[src/sv/owb_pkg.sv]
// ----------------------------------------------------------------------------
// owb_pkg - shared types and constants for the one-wire bus master
// Request/result payloads, queue entry, timing register set and opcodes.
// ----------------------------------------------------------------------------
`default_nettype none

package owb_pkg;

    // Request operation codes
    localparam logic [2:0] OP_TICK    = 3'd0;
    localparam logic [2:0] OP_RESET   = 3'd1;
    localparam logic [2:0] OP_WR_BIT  = 3'd2;
    localparam logic [2:0] OP_RD_BIT  = 3'd3;
    localparam logic [2:0] OP_WR_BYTE = 3'd4;
    localparam logic [2:0] OP_RD_BYTE = 3'd5;

    // Register indexes (byte address = 4 * index)
    localparam logic [2:0] REG_WRITE_SHORT    = 3'd0;
    localparam logic [2:0] REG_WRITE_LONG     = 3'd1;
    localparam logic [2:0] REG_READ_LOW       = 3'd2;
    localparam logic [2:0] REG_READ_SAMPLE    = 3'd3;
    localparam logic [2:0] REG_READ_RECOVERY  = 3'd4;
    localparam logic [2:0] REG_RESET_LOW      = 3'd5;
    localparam logic [2:0] REG_RESET_SAMPLE   = 3'd6;
    localparam logic [2:0] REG_RESET_RECOVERY = 3'd7;

    localparam int PADDR_W = 5;
    localparam int PDATA_W = 32;

    // Register reset values (microseconds)
    localparam logic [7:0]  RST_WRITE_SHORT    = 8'd8;
    localparam logic [7:0]  RST_WRITE_LONG     = 8'd72;
    localparam logic [7:0]  RST_READ_LOW       = 8'd1;
    localparam logic [7:0]  RST_READ_SAMPLE    = 8'd1;
    localparam logic [7:0]  RST_READ_RECOVERY  = 8'd80;
    localparam logic [10:0] RST_RESET_LOW      = 11'd500;
    localparam logic [10:0] RST_RESET_SAMPLE   = 11'd100;
    localparam logic [10:0] RST_RESET_RECOVERY = 11'd1000;

    localparam int TIMER_W = 11;

    // Request queue between front and back end
    localparam int QDEPTH = 4;
    localparam int QPTR_W = $clog2(QDEPTH);

    typedef struct packed {
        logic [2:0] operation;
        logic [7:0] data;
        logic       bus_level;
    } t_req;

    typedef struct packed {
        logic       drive_low;
        logic       busy_res;
        logic       done_res;
        logic [7:0] read_value;
        logic       presence;
        logic       rejected;
    } t_res;

    typedef enum logic [1:0] {
        KIND_TICK,
        KIND_CMD,
        KIND_NOP
    } t_kind;

    typedef struct packed {
        t_kind      kind;
        logic [2:0] op;
        logic [7:0] data;
        logic       lvl;
    } t_qent;

    typedef struct packed {
        logic [7:0]  write_short_us;
        logic [7:0]  write_long_us;
        logic [7:0]  read_low_us;
        logic [7:0]  read_sample_us;
        logic [7:0]  read_recovery_us;
        logic [10:0] reset_low_us;
        logic [10:0] reset_sample_us;
        logic [10:0] reset_recovery_us;
    } t_cfg;

endpackage

`default_nettype wire

[src/sv/owb_front.sv]
// ----------------------------------------------------------------------------
// owb_front - request intake
// Classifies each incoming request as tick, command or no-op for the queue.
// ----------------------------------------------------------------------------
`default_nettype none

module owb_front (
    input  wire logic          i_in_valid,
    input  wire owb_pkg::t_req i_in_req,
    input  wire logic          i_q_full,
    output logic               o_in_stall,
    output logic               o_push,
    output owb_pkg::t_qent     o_ent
);
    import owb_pkg::*;

    t_kind kind;

    always_comb begin
        case (i_in_req.operation) inside
            OP_TICK:              kind = KIND_TICK;
            [OP_RESET:OP_RD_BYTE]: kind = KIND_CMD;
            default:              kind = KIND_NOP;
        endcase
    end

    assign o_in_stall = i_q_full;
    assign o_push     = i_in_valid && !i_q_full;

    always_comb begin
        o_ent.kind = kind;
        o_ent.op   = i_in_req.operation;
        o_ent.data = i_in_req.data;
        o_ent.lvl  = i_in_req.bus_level;
    end

endmodule

`default_nettype wire

[src/sv/owb_queue.sv]
// ----------------------------------------------------------------------------
// owb_queue - short request FIFO
// Decouples request intake from the bus sequencer.
// ----------------------------------------------------------------------------
`default_nettype none

module owb_queue (
    input  wire logic           i_clk,
    input  wire logic           i_rst_n,
    input  wire logic           i_push,
    input  wire owb_pkg::t_qent i_wdata,
    input  wire logic           i_pop,
    output logic                o_full,
    output logic                o_valid,
    output owb_pkg::t_qent      o_rdata
);
    import owb_pkg::*;

    t_qent             r_mem [QDEPTH];
    logic [QPTR_W-1:0] r_wptr, r_rptr;
    logic [QPTR_W:0]   r_count;

    assign o_full  = (r_count == (QPTR_W+1)'(QDEPTH));
    assign o_valid = (r_count != '0);
    assign o_rdata = r_mem[r_rptr];

    always_ff @(posedge i_clk) begin
        if (i_push) begin
            r_mem[r_wptr] <= i_wdata;
        end
    end

    always_ff @(posedge i_clk) begin
        if (!i_rst_n) begin
            r_wptr  <= '0;
            r_rptr  <= '0;
            r_count <= '0;
        end else begin
            if (i_push) begin
                r_wptr <= r_wptr + 1'b1;
            end
            if (i_pop) begin
                r_rptr <= r_rptr + 1'b1;
            end
            case ({i_push, i_pop})
                2'b10:   r_count <= r_count + 1'b1;
                2'b01:   r_count <= r_count - 1'b1;
                default: r_count <= r_count;
            endcase
        end
    end

endmodule

`default_nettype wire

[src/sv/owb_back.sv]
// ----------------------------------------------------------------------------
// owb_back - bus slot sequencer
// Runs reset, write and read slots one phase transition per cycle unless
// starved or stalled, and holds the result register towards the output channel.
// ----------------------------------------------------------------------------
`default_nettype none

module owb_back #(
    parameter int BIT_GAP_US = 2
) (
    input  wire logic           i_clk,
    input  wire logic           i_rst_n,
    input  wire owb_pkg::t_cfg  i_cfg,
    input  wire logic           i_q_valid,
    input  wire owb_pkg::t_qent i_q_ent,
    output logic                o_pop,
    input  wire logic           i_out_stall,
    output logic                o_out_valid,
    output owb_pkg::t_res       o_out_res
);
    import owb_pkg::*;

    typedef enum logic [3:0] {
        PH_IDLE,
        PH_RST_LOW,
        PH_RST_WAIT,
        PH_RST_REC,
        PH_RST_REL,
        PH_WR_LOW,
        PH_WR_HIGH,
        PH_RD_LOW,
        PH_RD_WAIT,
        PH_RD_REC,
        PH_RD_REL,
        PH_GAP
    } t_phase;

    typedef struct packed {
        t_phase               phase;
        logic [TIMER_W-1:0]   timer;
    } t_slot;

    localparam logic [TIMER_W-1:0] GAP_TICKS = TIMER_W'(BIT_GAP_US);

    t_phase             r_phase, n_phase;
    logic [TIMER_W-1:0] r_timer, n_timer;
    logic [7:0]         r_shift, n_shift;
    logic [3:0]         r_bits, n_bits;
    logic [2:0]         r_active, n_active;
    logic               r_presence, n_presence;
    logic               r_out_valid;
    t_res               r_out;

    logic               advance, cont, done, rej;
    logic [TIMER_W-1:0] t_dec;
    t_slot              slot;
    t_res               res;

    // First phase of a bit slot
    function automatic t_slot slot_start(input logic [2:0] op, input logic bit0,
                                         input t_cfg cfg);
        t_slot s;
        if (op == OP_WR_BIT || op == OP_WR_BYTE) begin
            s.phase = PH_WR_LOW;
            s.timer = TIMER_W'(bit0 ? cfg.write_short_us : cfg.write_long_us);
        end else begin
            s.phase = PH_RD_LOW;
            s.timer = TIMER_W'(cfg.read_low_us);
        end
        return s;
    endfunction

    assign advance = i_q_valid && (!r_out_valid || !i_out_stall);
    assign t_dec   = (r_timer == '0) ? '0 : r_timer - 1'b1;

    always_comb begin
        n_phase    = r_phase;
        n_timer    = r_timer;
        n_shift    = r_shift;
        n_bits     = r_bits;
        n_active   = r_active;
        n_presence = r_presence;
        cont       = 1'b0;
        done       = 1'b0;
        rej        = 1'b0;
        slot       = slot_start(r_active, r_shift[0], i_cfg);

        case (i_q_ent.kind)
            KIND_CMD: begin
                if (r_phase != PH_IDLE) begin
                    rej = 1'b1;
                end else begin
                    n_active = i_q_ent.op;
                    if (i_q_ent.op == OP_RESET) begin
                        n_phase = PH_RST_LOW;
                        n_timer = i_cfg.reset_low_us;
                    end else begin
                        case (i_q_ent.op)
                            OP_WR_BIT:  n_shift = {7'd0, i_q_ent.data[0]};
                            OP_WR_BYTE: n_shift = i_q_ent.data;
                            default:    n_shift = 8'd0;
                        endcase
                        n_bits = (i_q_ent.op == OP_WR_BYTE || i_q_ent.op == OP_RD_BYTE)
                                 ? 4'd8 : 4'd1;
                        slot    = slot_start(i_q_ent.op, n_shift[0], i_cfg);
                        n_phase = slot.phase;
                        n_timer = slot.timer;
                    end
                end
            end
            KIND_TICK: begin
                if (r_phase != PH_IDLE) begin
                    n_timer = t_dec;
                    if (t_dec == '0) begin
                        case (r_phase)
                            PH_RST_LOW: begin
                                n_phase = PH_RST_WAIT;
                                n_timer = i_cfg.reset_sample_us;
                                cont    = (n_timer == '0);
                            end
                            PH_RST_WAIT: begin
                                n_presence = !i_q_ent.lvl;
                                n_phase    = PH_RST_REC;
                                n_timer    = i_cfg.reset_recovery_us;
                                cont       = (n_timer == '0);
                            end
                            PH_RST_REC, PH_RST_REL: begin
                                // recovery over: wait for the line to float high
                                if (!i_q_ent.lvl) begin
                                    n_phase = PH_RST_REL;
                                end else begin
                                    n_phase = PH_IDLE;
                                    done    = 1'b1;
                                end
                            end
                            PH_WR_LOW: begin
                                n_phase = PH_WR_HIGH;
                                n_timer = TIMER_W'(r_shift[0] ? i_cfg.write_long_us
                                                              : i_cfg.write_short_us);
                                cont    = (n_timer == '0);
                            end
                            PH_WR_HIGH: begin
                                n_shift = r_shift >> 1;
                                n_bits  = r_bits - 4'd1;
                                if (r_active == OP_WR_BYTE) begin
                                    n_phase = PH_GAP;
                                    n_timer = GAP_TICKS;
                                    cont    = (GAP_TICKS == '0);
                                end else begin
                                    n_phase = PH_IDLE;
                                    done    = 1'b1;
                                end
                            end
                            PH_RD_LOW: begin
                                n_phase = PH_RD_WAIT;
                                n_timer = TIMER_W'(i_cfg.read_sample_us);
                                cont    = (n_timer == '0);
                            end
                            PH_RD_WAIT: begin
                                n_shift = (r_active == OP_RD_BYTE)
                                          ? {i_q_ent.lvl, r_shift[7:1]}
                                          : {7'd0, i_q_ent.lvl};
                                n_phase = PH_RD_REC;
                                n_timer = TIMER_W'(i_cfg.read_recovery_us);
                                cont    = (n_timer == '0);
                            end
                            PH_RD_REC, PH_RD_REL: begin
                                if (!i_q_ent.lvl) begin
                                    n_phase = PH_RD_REL;
                                end else begin
                                    n_bits = r_bits - 4'd1;
                                    if (r_active == OP_RD_BYTE) begin
                                        n_phase = PH_GAP;
                                        n_timer = GAP_TICKS;
                                        cont    = (GAP_TICKS == '0);
                                    end else begin
                                        n_phase = PH_IDLE;
                                        done    = 1'b1;
                                    end
                                end
                            end
                            PH_GAP: begin
                                if (r_bits == 4'd0) begin
                                    n_phase = PH_IDLE;
                                    done    = 1'b1;
                                end else begin
                                    n_phase = slot.phase;
                                    n_timer = slot.timer;
                                    cont    = (slot.timer == '0);
                                end
                            end
                            default: begin
                                n_phase = PH_IDLE;
                            end
                        endcase
                    end
                end
            end
            default: begin
            end
        endcase
    end

    always_comb begin
        res.drive_low  = (n_phase == PH_RST_LOW) || (n_phase == PH_WR_LOW) ||
                         (n_phase == PH_RD_LOW);
        res.busy_res   = (n_phase != PH_IDLE);
        res.done_res   = done;
        res.read_value = (done && (r_active == OP_RD_BIT || r_active == OP_RD_BYTE))
                         ? n_shift : 8'd0;
        res.presence   = n_presence;
        res.rejected   = rej;
    end

    // Head request stays in the queue while its tick still chains phases
    assign o_pop       = advance && !cont;
    assign o_out_valid = r_out_valid;
    assign o_out_res   = r_out;

    always_ff @(posedge i_clk) begin
        if (!i_rst_n) begin
            r_phase     <= PH_IDLE;
            r_timer     <= '0;
            r_shift     <= '0;
            r_bits      <= '0;
            r_active    <= '0;
            r_presence  <= 1'b0;
            r_out_valid <= 1'b0;
            r_out       <= '0;
        end else begin
            if (advance) begin
                r_phase    <= n_phase;
                r_timer    <= n_timer;
                r_shift    <= n_shift;
                r_bits     <= n_bits;
                r_active   <= n_active;
                r_presence <= n_presence;
            end
            if (advance && !cont) begin
                r_out_valid <= 1'b1;
                r_out       <= res;
            end else if (!i_out_stall) begin
                r_out_valid <= 1'b0;
            end
        end
    end

endmodule

`default_nettype wire

[src/sv/onewire_bus_master.sv]
// ----------------------------------------------------------------------------
// onewire_bus_master - one-wire bus master paced by microsecond ticks
// Reset / bit / byte transfers with programmable slot timing over APB.
// ----------------------------------------------------------------------------
//
//  Channel  | Handshake                      | Payload
//  ---------+--------------------------------+--------------------------------
//  in       | i_in_valid / o_in_stall        | i_in_req  (operation,data,level)
//  out      | o_out_valid / i_out_stall      | o_out_res (one result/request)
//  cfg      | psel,penable,pwrite / pready=1 | paddr, pwdata, prdata
//
//  Flow: requests flow back to back unless the output stalls or a tick chains
//  phases; a request passes the queue, then the result register. A tick on
//  which a zero-length phase follows (zero timing register, zero bit gap) stays
//  queued for each such phase; a release check shares its recovery's cycle.
//  Reset: synchronous, active low; timing registers to defaults, queue empty.
//  Stalls: the result register is reloaded in the cycle it is taken; the
//  4-deep request queue stalls intake only when full.
//
`default_nettype none

module onewire_bus_master #(
    parameter int BIT_GAP_US = 2
) (
    input  wire logic                           i_clk,
    input  wire logic                           i_rst_n,
    // request channel
    input  wire logic                           i_in_valid,
    output logic                                o_in_stall,
    input  wire owb_pkg::t_req                  i_in_req,
    // result channel
    output logic                                o_out_valid,
    input  wire logic                           i_out_stall,
    output owb_pkg::t_res                       o_out_res,
    // register port
    input  wire logic                           psel,
    input  wire logic                           penable,
    input  wire logic                           pwrite,
    input  wire logic [owb_pkg::PADDR_W-1:0]    paddr,
    input  wire logic [owb_pkg::PDATA_W-1:0]    pwdata,
    output logic [owb_pkg::PDATA_W-1:0]         prdata,
    output logic                                pready
);
    import owb_pkg::*;

    t_cfg       r_cfg;
    logic       cfg_wr;
    logic [2:0] reg_idx;

    logic  push, pop, q_full, q_valid;
    t_qent ent_in, ent_head;

    // ---- register file ----------------------------------------------------
    assign pready  = 1'b1;
    assign cfg_wr  = psel && penable && pwrite;
    assign reg_idx = paddr[PADDR_W-1:2];

    always_ff @(posedge i_clk) begin
        if (!i_rst_n) begin
            r_cfg.write_short_us    <= RST_WRITE_SHORT;
            r_cfg.write_long_us     <= RST_WRITE_LONG;
            r_cfg.read_low_us       <= RST_READ_LOW;
            r_cfg.read_sample_us    <= RST_READ_SAMPLE;
            r_cfg.read_recovery_us  <= RST_READ_RECOVERY;
            r_cfg.reset_low_us      <= RST_RESET_LOW;
            r_cfg.reset_sample_us   <= RST_RESET_SAMPLE;
            r_cfg.reset_recovery_us <= RST_RESET_RECOVERY;
        end else if (cfg_wr) begin
            case (reg_idx)
                REG_WRITE_SHORT:    r_cfg.write_short_us    <= pwdata[7:0];
                REG_WRITE_LONG:     r_cfg.write_long_us     <= pwdata[7:0];
                REG_READ_LOW:       r_cfg.read_low_us       <= pwdata[7:0];
                REG_READ_SAMPLE:    r_cfg.read_sample_us    <= pwdata[7:0];
                REG_READ_RECOVERY:  r_cfg.read_recovery_us  <= pwdata[7:0];
                REG_RESET_LOW:      r_cfg.reset_low_us      <= pwdata[10:0];
                REG_RESET_SAMPLE:   r_cfg.reset_sample_us   <= pwdata[10:0];
                REG_RESET_RECOVERY: r_cfg.reset_recovery_us <= pwdata[10:0];
                default: begin
                end
            endcase
        end
    end

    always_comb begin
        case (reg_idx)
            REG_WRITE_SHORT:    prdata = PDATA_W'(r_cfg.write_short_us);
            REG_WRITE_LONG:     prdata = PDATA_W'(r_cfg.write_long_us);
            REG_READ_LOW:       prdata = PDATA_W'(r_cfg.read_low_us);
            REG_READ_SAMPLE:    prdata = PDATA_W'(r_cfg.read_sample_us);
            REG_READ_RECOVERY:  prdata = PDATA_W'(r_cfg.read_recovery_us);
            REG_RESET_LOW:      prdata = PDATA_W'(r_cfg.reset_low_us);
            REG_RESET_SAMPLE:   prdata = PDATA_W'(r_cfg.reset_sample_us);
            REG_RESET_RECOVERY: prdata = PDATA_W'(r_cfg.reset_recovery_us);
            default:            prdata = '0;
        endcase
    end

    // ---- front end: classify and enqueue ----------------------------------
    owb_front u_front (
        .i_in_valid (i_in_valid),
        .i_in_req   (i_in_req),
        .i_q_full   (q_full),
        .o_in_stall (o_in_stall),
        .o_push     (push),
        .o_ent      (ent_in)
    );

    owb_queue u_queue (
        .i_clk   (i_clk),
        .i_rst_n (i_rst_n),
        .i_push  (push),
        .i_wdata (ent_in),
        .i_pop   (pop),
        .o_full  (q_full),
        .o_valid (q_valid),
        .o_rdata (ent_head)
    );

    // ---- back end: slot sequencer and result register ---------------------
    owb_back #(
        .BIT_GAP_US (BIT_GAP_US)
    ) u_back (
        .i_clk       (i_clk),
        .i_rst_n     (i_rst_n),
        .i_cfg       (r_cfg),
        .i_q_valid   (q_valid),
        .i_q_ent     (ent_head),
        .o_pop       (pop),
        .i_out_stall (i_out_stall),
        .o_out_valid (o_out_valid),
        .o_out_res   (o_out_res)
    );

endmodule

`default_nettype wire

[config.mk]
export PLATFORM = sky130hd
export DESIGN_NAME = onewire_bus_master
export DESIGN_NICKNAME = d
export VERILOG_FILES = /design/src/sv/owb_pkg.sv /design/src/sv/owb_front.sv /design/src/sv/owb_queue.sv /design/src/sv/owb_back.sv /design/src/sv/onewire_bus_master.sv
export SDC_FILE = /design/constraint.sdc
export NUM_CORES = 1
export LEC_CHECK = 0
export ABC_AREA = 0
export BUFFER_PORTS_ARGS = -buffer_cell sky130_fd_sc_hd__buf_2
export CORE_AREA = 10 10 161 163
export CTS_BUF_LIST = sky130_fd_sc_hd__clkbuf_4 sky130_fd_sc_hd__clkbuf_8
export CTS_CLUSTER_DIAMETER = 150
export DETAILED_ROUTE_END_ITERATION = 6
export DIE_AREA = 0 0 171 173
export PLACE_DENSITY = 0.74
export SYNTH_ARGS = -nofsm -noshare
export SYNTH_HDL_FRONTEND = slang
export SYNTH_SLANG_ARGS = --single-unit
export TNS_END_PERCENT = 10
[constraint.sdc]
create_clock -name i_clk -period 3.15 [get_ports i_clk]
set_input_delay 0.1575 -clock i_clk [delete_from_list [all_inputs] [get_ports i_clk]]
set_output_delay 0.1575 -clock i_clk [all_outputs]
set_load 0.05 [all_outputs]
Word level (Yosys, flattened, before mapping). Memories as Yosys holds them, arrays and structs flattened. A register that Yosys moved wholly into a read port is not among the register bits. Cells that the tools add are included.

Add/subtract/negate cells: 6. Multiply operators: 0. Divide/modulo/power cells: 0. Order comparisons: 2. Eq/ne operators: 40. Shift operators: 0. Muxes and demuxes: 77. Bitwise logic cells: 1. Reductions and logical operators: 49.

Operators with widths (count): $pmux 32 s8 (1); $mux 11 (9); $mux 8 (12); $pmux 11 s8 (1); $logic_not 11->1 (6); $mux 4 (14); $pmux 8 s2 (3); $pmux 4 s9 (1); $eq 3x3->1 const B (9); $mux 13 (2); $eq 4x3->1 const B (6); $pmux 4 s2 (3); $mux 1 (22); $pmux 11 s2 (1); $eq 4x4->1 const B (4); $logic_not 8->1 (2); $reduce_and 2->1 (8); $eq 3x2->1 const B (5); $sub 11x1->11 const B (1); $eq 4x1->1 const B (2); $eq 4x2->1 const B (2); $mux 2 (4); $reduce_and 8->1 (1); $reduce_bool 4->1 (2); other kinds (29) (54).

Bits in registers: 125. Latch bits: 0. RAM bits: 56. Memory bits (read-only): 0. Output and inout port bits: 48. Memories kept: 1.

Memory list: u_queue.r_mem (depth 4, width 14, rd ports 1, clocked after memory_dff 1, wr ports 1, line owb_queue.sv:19) `t_qent r_mem [QDEPTH];`.

Depth between registers and ports, before layout. Gate-level depths: netlist of the first run.

Word-level depth: 13. Mapped depth: 15.

By module. From an unflattened synthesis of the first run, not the netlist that was laid out.

Cells, all modules: 1150. Area total of the unflattened synthesis: 10573.9 sq um.

Modules (own cells, without submodules): owb_back (times used 1, cells an instance 598, area each 4344.2 sq um); onewire_bus_master (times used 1, cells an instance 420, area each 3617.2 sq um); owb_queue (times used 1, cells an instance 115, area each 2491.1 sq um); owb_front (times used 1, cells an instance 17, area each 121.4 sq um).

Worst setup path before layout of the first run. OpenSTA, ideal clock, no wires.

Path kind: register -> register. Start point: register u_back.r_timer[0]. End point: register u_queue.r_count[2]. Arrival: 3.218 ns. Required time: 3.079 ns. Path slack: -0.139 ns. Cell stages (with the launch flop): 16. Clock period less this slack: 3.289 ns. Cell sequence: dfxtp_1 > inv_1 > ha_1 > or3b_2 > clkbuf_1 > nor4_2 > mux2i_1 > nand4_4 > o31ai_2 > inv_1 > ha_1 > inv_1 > fa_1 > xor2_1 > or3_1 > a21oi_1.

Cells in the longest elaborated chain, start to end: 10.

Ends and longest elaborated chain: start: declaration (line owb_back.sv:46) `logic [TIMER_W-1:0] r_timer, n_timer;`; start signal: assignment (line owb_back.sv:233) `r_timer <= n_timer;`; $sub 11x1->11 or $logic_not 11->1 (tied branches) (line owb_back.sv:74) `assign t_dec = (r_timer == '0) ? '0 : r_timer - 1'b1;`; $mux 11 * (line owb_back.sv:74); $logic_not 11->1 * (line owb_back.sv:114) `if (t_dec == '0) begin`; $mux 1 * (line owb_back.sv:114); $mux 1 * (line owb_back.sv:112) `if (r_phase != PH_IDLE) begin`; $mux 1 * (line owb_back.sv:88) `case (i_q_ent.kind)`; $logic_not 1->1 * (line owb_back.sv:216) `assign o_pop = advance && !cont;`; $logic_and 1x1->1 * (line owb_back.sv:216); named net pop (line onewire_bus_master.sv:50) `logic push, pop, q_full, q_valid;`; $eq 2x1->1 or $eq 2x2->1 (tied branches) (line owb_queue.sv:45) `case ({i_push, i_pop})`; $pmux 3 s2 or $reduce_bool 2->1 (tied branches); end signal: assignment (line owb_queue.sv:46) `2'b10: r_count <= r_count + 1'b1;`; end signal: assignment (line owb_queue.sv:47) `2'b01: r_count <= r_count - 1'b1;`; end signal: assignment (line owb_queue.sv:48) `default: r_count <= r_count;`; end: declaration (line owb_queue.sv:21) `logic [QPTR_W:0] r_count;`.

The timed path passes the listed nets; every way through them passes the cells marked *. A chain may end at the register's enable or synchronous reset.

Final worst setup path of the first run. Ends and elaborated chain as after synthesis.

==> results of run 1 <==
[metrics by stage]
step           cell area [µm²]   util
3_5_place_dp             10800  0.480
5_1_grt                  11500  0.508
3_3_place_gp             10800  0.480
4_1_cts                  11400  0.505
6_report                 11500  0.508
2_1_floorplan            10200      -
[Yosys cell counts (all sizes together) (5+ instances only)]
| master | n |
|---|---|
| a21oi | 78 |
| nor3 | 24 |
| a32oi | 7 |
| a221oi | 9 |
| clkbuf | 63 |
| o21ai | 57 |
| edfxtp | 56 |
| nand2 | 152 |
| nand3 | 40 |
| a22o | 15 |
| nand4 | 7 |
| o211ai | 16 |
| dfxtp | 127 |
| and2 | 8 |
| mux4 | 16 |
| a22oi | 17 |
| nor2b | 19 |
| nand2b | 13 |
| or3 | 5 |
| mux2 | 7 |
| o221a | 6 |
| o31ai | 5 |
| buf | 42 |
| a31oi | 9 |
| a211oi | 16 |
| xnor2 | 7 |
| inv | 28 |
| mux2i | 65 |
| o221ai | 5 |
| nor2 | 95 |
| or4 | 9 |
| nor4 | 12 |
| nor3b | 6 |
| ha | 9 |
[final cells by class]
class,count,area share
Clock buffer,18,0.0211
Sequential cell,183,0.369
Inverter,28,0.00917
Tap cell,285,0.0311
Timing Repair Buffer,145,0.0869
Multi-Input combinational cell,817,0.468
Clock inverter,14,0.0150
[cell families (layout without fill, tap and decap cells)]
logic type	after synthesis	in the layout	synth area share
flops	183	183	0.420
buf+inv	133	205	0.0635
simple gates	413	413	0.201
fa+ha+maj	10	10	0.0132
mux	88	88	0.108
xor+xnor	11	11	0.00958
compound gates	273	273	0.184
other cells	2	22	0.000747
[flip-flops by register name, summed over array words and instances, names as in the netlist, named ones only]
name                flops
r_cfg                  73
u_back.r_timer         11
u_back.r_bits           4
u_back.r_presence       1
u_back.o_out_valid      1
u_back.r_active         3
u_back.r_phase          4
u_queue.r_mem          56
u_queue.r_wptr          2
u_queue.r_count         3
u_queue.r_rptr          2
u_back.r_shift          8
u_back.o_out_res       13
[final timing paths]
check / startpoint / to / slack (ns) / depth (start not counted)
max: u_back.r_timer[0] / u_queue.r_count[2] / 0.07 / 14
min: pwdata[2] / r_cfg[2] / 0.02 / 3
max reg2reg: u_back.r_timer[0] / u_queue.r_count[2] / 0.07 / 14
min reg2reg: u_back.o_out_res[0] / u_back.o_out_res[0] / 0.47 / 2
[critical path, stage by stage, from the launching register on]
cell,delay [ns]
dfxtp_2,0.34
buf_4,0.15
or4_4,0.54
buf_4,0.17
o32ai_2,0.13
a22o_1,0.25
nand4_4,0.17
o31ai_4,0.23
inv_2,0.08
ha_2,0.19
inv_1,0.06
fa_1,0.17
xor2_1,0.08
or3_1,0.32
a21oi_2,0.12
[what timing repair did]
item,CTS,global route
hold buffers,16,0
buffers inserted,1,2
resized for setup,1,12
hold endpoints to repair,58,0
pin swaps,3,8
endpoints found under the setup margin,1,2
[per-layer routing]
| layer | vias up | GRT usage | part of all wire |
|---|---|---|---|
| met5 | - | 0 | 0 |
| met3 | 85 | 0.0344 | 0.085 |
| li1 | 4175 | - | - |
| met1 | 4248 | 0.279 | 0.43 |
| met4 | 0 | 0.0837 | 0.035 |
| met2 | 475 | 0.298 | 0.45 |
[report_power, final]
group | total (mW) | internal, mW | switching [mW]
clock | 1.67 | 0.686 | 0.988
combinational | 5.56 | 2.26 | 3.30
sequential | 2.99 | 2.73 | 0.259
==> run metrics, run 1 <==
run status=finished, violations left; failing checks=design-rule violations; first-pass GRT wire length=47,400 µm; cell taking the most area after synthesis=dfxtp_1; # Max-Cap Violations=0; footprint of the multi-input gates=5370 µm²; VDD IR max=0.552 mV; Final ANT Viol Nets=0; Reg area=4230 µm²; Netlist Area Pre-Place=10,100 µm²; die height=173 µm; GRT Residual Overflow=0; Warnings, synthesis=0; maximum clock rate=325 MHz; CP max FO=6; dominant cells by area after synthesis=dfxtp_1, edfxtp_1, mux2i_1, nand2_1, a21oi_1; detailed-route wire length per cell=20.3 µm; crit share post-route=0.978; sequential fraction of the synthesis area=0.420; Final Net Count=1,258; Initial Util=0.446; Async S/R FF share, synth=0; Layout area overhead=14.0%; final worst slack=0.0704 ns; commonest non-fill, non-tap cell in the layout=nand2_1; Final Hold Vio Count=0; CTS tree=done; hold_ws=0.0201 ns; clk slew on worst S/H paths=0.11 ns; critical path class=reg -> reg; 1st-pass router iterations=7; die area=29,600 µm²; largest net degree at the start of global routing=38; Routed WL=30,300 µm; top-area cell type share of the netlist area=0.253; Initial DRC Count=1,137; Pleak=4.13 nW; DRC viols=1; element type at the critical path end=flop; Pins Over Slew Limit=0; I/O Buffers=58; EDFF count, synth=56; Chip Width=171 µm; clk sinks=183; all-layer global routing usage=0.200; Setup Total Neg Slack=0 ns; Top FF cell, synth=dfxtp_1; PnR Total Power=10.2 mW; layout cells sized above 1=0.193; Critical Path RT=3.56 ns; vias in the first global route=8,373; startpoint class of the critical path=flop; pwr dens=892 nW/µm²; CTS Root Cell=clkbuf_8; Layout fillers=2,074; H-tree Lvls=4; # setup viols final=0; Antenna Cells=0; Slew @ Worst Pin=0.791 ns; pre-CTS setup slack=-0.0103 ns; Clock Latency Late Sink=0.50 ns; Hold WC Path Type=in -> reg; DR vias=8,983; commonest cells after routing, fill and taps aside=nand2_1, dfxtp_1, nor2_1; synthesized instance count=1,113; CP Data Arrival Time=3.49 ns; Yosys reg bits=183; Cells after DPL=1,439; post-synth cell types=84; Layout Skew=0.0273 ns; core area=22,600 µm²; Max clock buf depth=2; initial antenna violation count=0; Via-to-Cell Ratio=6.03; cts bufs inserted=17; Slew headroom=0.471; Row Count=55; non-filler instance count after layout=1,490; gp weighted congestion=1.02; I/O pins=104; Mean Syn Cell Area=9.03 µm²; Detailed Place HPWL=21,600 µm; minimum clock period=3.08 ns
(Power assumes the default switching activity.)
==> run 2: changes to the inputs <==
--- a/config.mk
+++ b/config.mk
@@ -12,7 +12,9 @@
 export CTS_CLUSTER_DIAMETER = 150
 export DETAILED_ROUTE_END_ITERATION = 6
 export DIE_AREA = 0 0 171 173
+export HOLD_SLACK_MARGIN = 0.03
 export PLACE_DENSITY = 0.74
+export REMOVE_ABC_BUFFERS = 1
 export SYNTH_ARGS = -nofsm -noshare
 export SYNTH_HDL_FRONTEND = slang
 export SYNTH_SLANG_ARGS = --single-unit
==> run metrics, run 2 (synthesized netlist as in run 1, its figures left out) <==
run status=completed; Layout Skew=0.0160 ns (-0.0113 ns); Layout fillers=2,063 (-0.53%); Routed WL=30,700 µm (+1.3%); worst-path cell chain=buf_4 -> or4_1 -> nor3_1 -> mux2i_1 -> buf_4 -> nand4_4 -> o31ai_4 -> inv_2 -> ha_2 -> inv_1 -> fa_1 -> xor2_1 -> or3_1 -> a21oi_1; placed inst area=10,800 µm² (-0.17%); I/O Buffers=58 (unchanged); power share of the clock group=0.167 (+0.003); first-pass GRT wire length=48,000 µm (+1.2%); Top cell by count, worst path=buf_4; core area=22,600 µm² (unchanged); clk slew on worst S/H paths=0.11 ns (about the same); Max stage delay on crit path=0.53 ns (about the same); sequential share of power=0.294 (+0.002); DR vias=9,146 (+1.8%); Pins Over Slew Limit=0 (unchanged); Max clock buf depth=2 (unchanged); Final ANT Viol Nets=0 (unchanged); Detailed Place HPWL=22,100 µm (+2.3%); cts bufs inserted=17 (unchanged); Setup Total Neg Slack=0 ns (unchanged); # setup viols final=0 (unchanged); Via-to-Cell Ratio=6.09 (+1.1%); Comb pwr share=0.539 (-0.005); I/O pins=104 (unchanged); DRC viols=0 (-1); die area=29,600 µm² (unchanged); Critical Path RT=3.57 ns (about the same); 1st-pass router iterations=6 (-1); Slew @ Worst Pin=0.836 ns (+0.0453 ns); P_sw=4.61 mW (+1.3%); Initial Util=0.446 (unchanged); Hold WC Path Type=in -> reg; Final Net Count=1,268 (+0.79%); RSZ-0062 raised after global routing=yes; max reg flops=73 (unchanged); vias in the first global route=8,531 (+1.9%); critical path class=reg -> reg; startpoint class of the critical path=flop; CTS tree=done; clk sinks=183 (unchanged); CP max FO=6 (unchanged); Final Hold Vio Count=0 (unchanged); element type at the critical path end=flop; # Max-Cap Violations=0 (unchanged); initial antenna violation count=1 (+1); maximum clock rate=323 MHz (-0.40%); Slowest cell on crit path=or4_1; VDD IR max=0.496 mV (-10%); minimum clock period=3.09 ns (+0.0123 ns); Initial DRC Count=1,392 (+22%); all-layer global routing usage=0.203 (+0.00272); commonest non-fill, non-tap cell in the layout=nand2_1; CP Data Arrival Time=3.51 ns (+0.02 ns); largest reg by FF count=r_cfg; gp weighted congestion=0.959 (-6.2%); switching share of total power=0.453 (+0.00840); pwr dens=880 nW/µm² (-1.3%); Row Count=55 (unchanged); Slew headroom=0.438 (-0.0330); commonest cells after routing, fill and taps aside=nand2_1, dfxtp_1, nor2_1; Layout Cell Area excl Fill=11,500 µm² (+0.72%); CTS Root Cell=clkbuf_8; Chip Width=171 µm (unchanged); GRT Residual Overflow=0 (unchanged); crit share post-route=0.982 (+0.00389); H-tree Lvls=4 (unchanged); die height=173 µm (unchanged); largest net degree at the start of global routing=68 (+79%); layout cells sized above 1=0.188 (-0.00571); Clock Latency Late Sink=0.50 ns (about the same); internal power=5.56 mW (-2.1%); Pleak=4.17 nW (+0.89%); Layout area overhead=14.8%; detailed-route wire length per cell=20.4 µm (+0.58%)
## run 2: path summary, 6_finish.rpt
check / startpoint / to / slack (ns) / cells past startpoint
setup / recovery: u_back.r_timer[0] / u_queue.r_count[2] / 0.06 / 14
setup reg to reg: u_back.r_timer[0] / u_queue.r_count[2] / 0.06 / 14
hold reg to reg: u_back.o_out_res[0] / u_back.o_out_res[0] / 0.46 / 2
hold / removal: pwdata[1] / r_cfg[1] / 0.05 / 3
## run 2: final cells by class
class	instances	area, µm²	area share
antenna	1	2.50	0.000217
inverter	28	105	0.00910
multi-input combinational	817	5330	0.461
clock buffer	17	234	0.0203
tap	285	357	0.0309
timing repair buffer	155	1090	0.0943
sequential	183	4230	0.366
clock inverter	15	208	0.0180
## run 2: stage by stage
stage	std cells	power (mW)	util	setup WS (ns)	hold slack [ns]
3_3_place_gp	1441	8.12	0.479	0.0442	0.374
3_5_place_dp	1441	8.17	0.479	-0.0660	0.385
4_1_cts	1497	10.0	0.510	0.00112	0.0300
5_1_grt	1501	10.7	0.512	-0.0390	0.0573
2_1_floorplan	1028	6.35	-	-1.09	0.219
6_report	1501	10.2	0.512	0.0581	0.0523
## run 2: repair_timing
item / CTS / global route
hold endpoints to repair: 73 / 1
pin swaps: 2 / 4
resized for setup: 5 / 8
buffers inserted: 2 / 2
hold buffers: 22 / 1
setup endpoints to repair: 1 / 4
gates cloned: 0 / 0
## run 2: power by group through the flow
stage	Clock (mW)	Combinational [mW]	Sequential [mW]
after floorplan	0	3.21	3.14
after global placement	0	5.10	3.01
after detailed placement	0	5.15	3.02
after CTS	1.72	5.32	2.97
after global routing	1.83	5.87	3.02
final	1.70	5.48	2.99
## run 2: per-layer routing
| metal | part of all wire | global-route usage | vias up |
|---|---|---|---|
| met3 | 0.083 | 0.0410 | 84 |
| met5 | 0 | 0 | - |
| met2 | 0.47 | 0.314 | 467 |
| met4 | 0.030 | 0.0772 | 0 |
| met1 | 0.42 | 0.271 | 4391 |
| li1 | - | - | 4204 |
## run 2: critical path: cells and delay by family (launching register included)
| family | cells | cell delay, ns |
|---|---|---|
| muxes | 1 | 0.10 |
| DFF | 1 | 0.34 |
| and+or+nand+nor | 4 | 1.15 |
| xor gates and xnor gates | 1 | 0.17 |
| AOI/OAI and AO/OA | 2 | 0.24 |
| buffers and inverters | 4 | 0.46 |
| adders and majority gates | 2 | 0.56 |
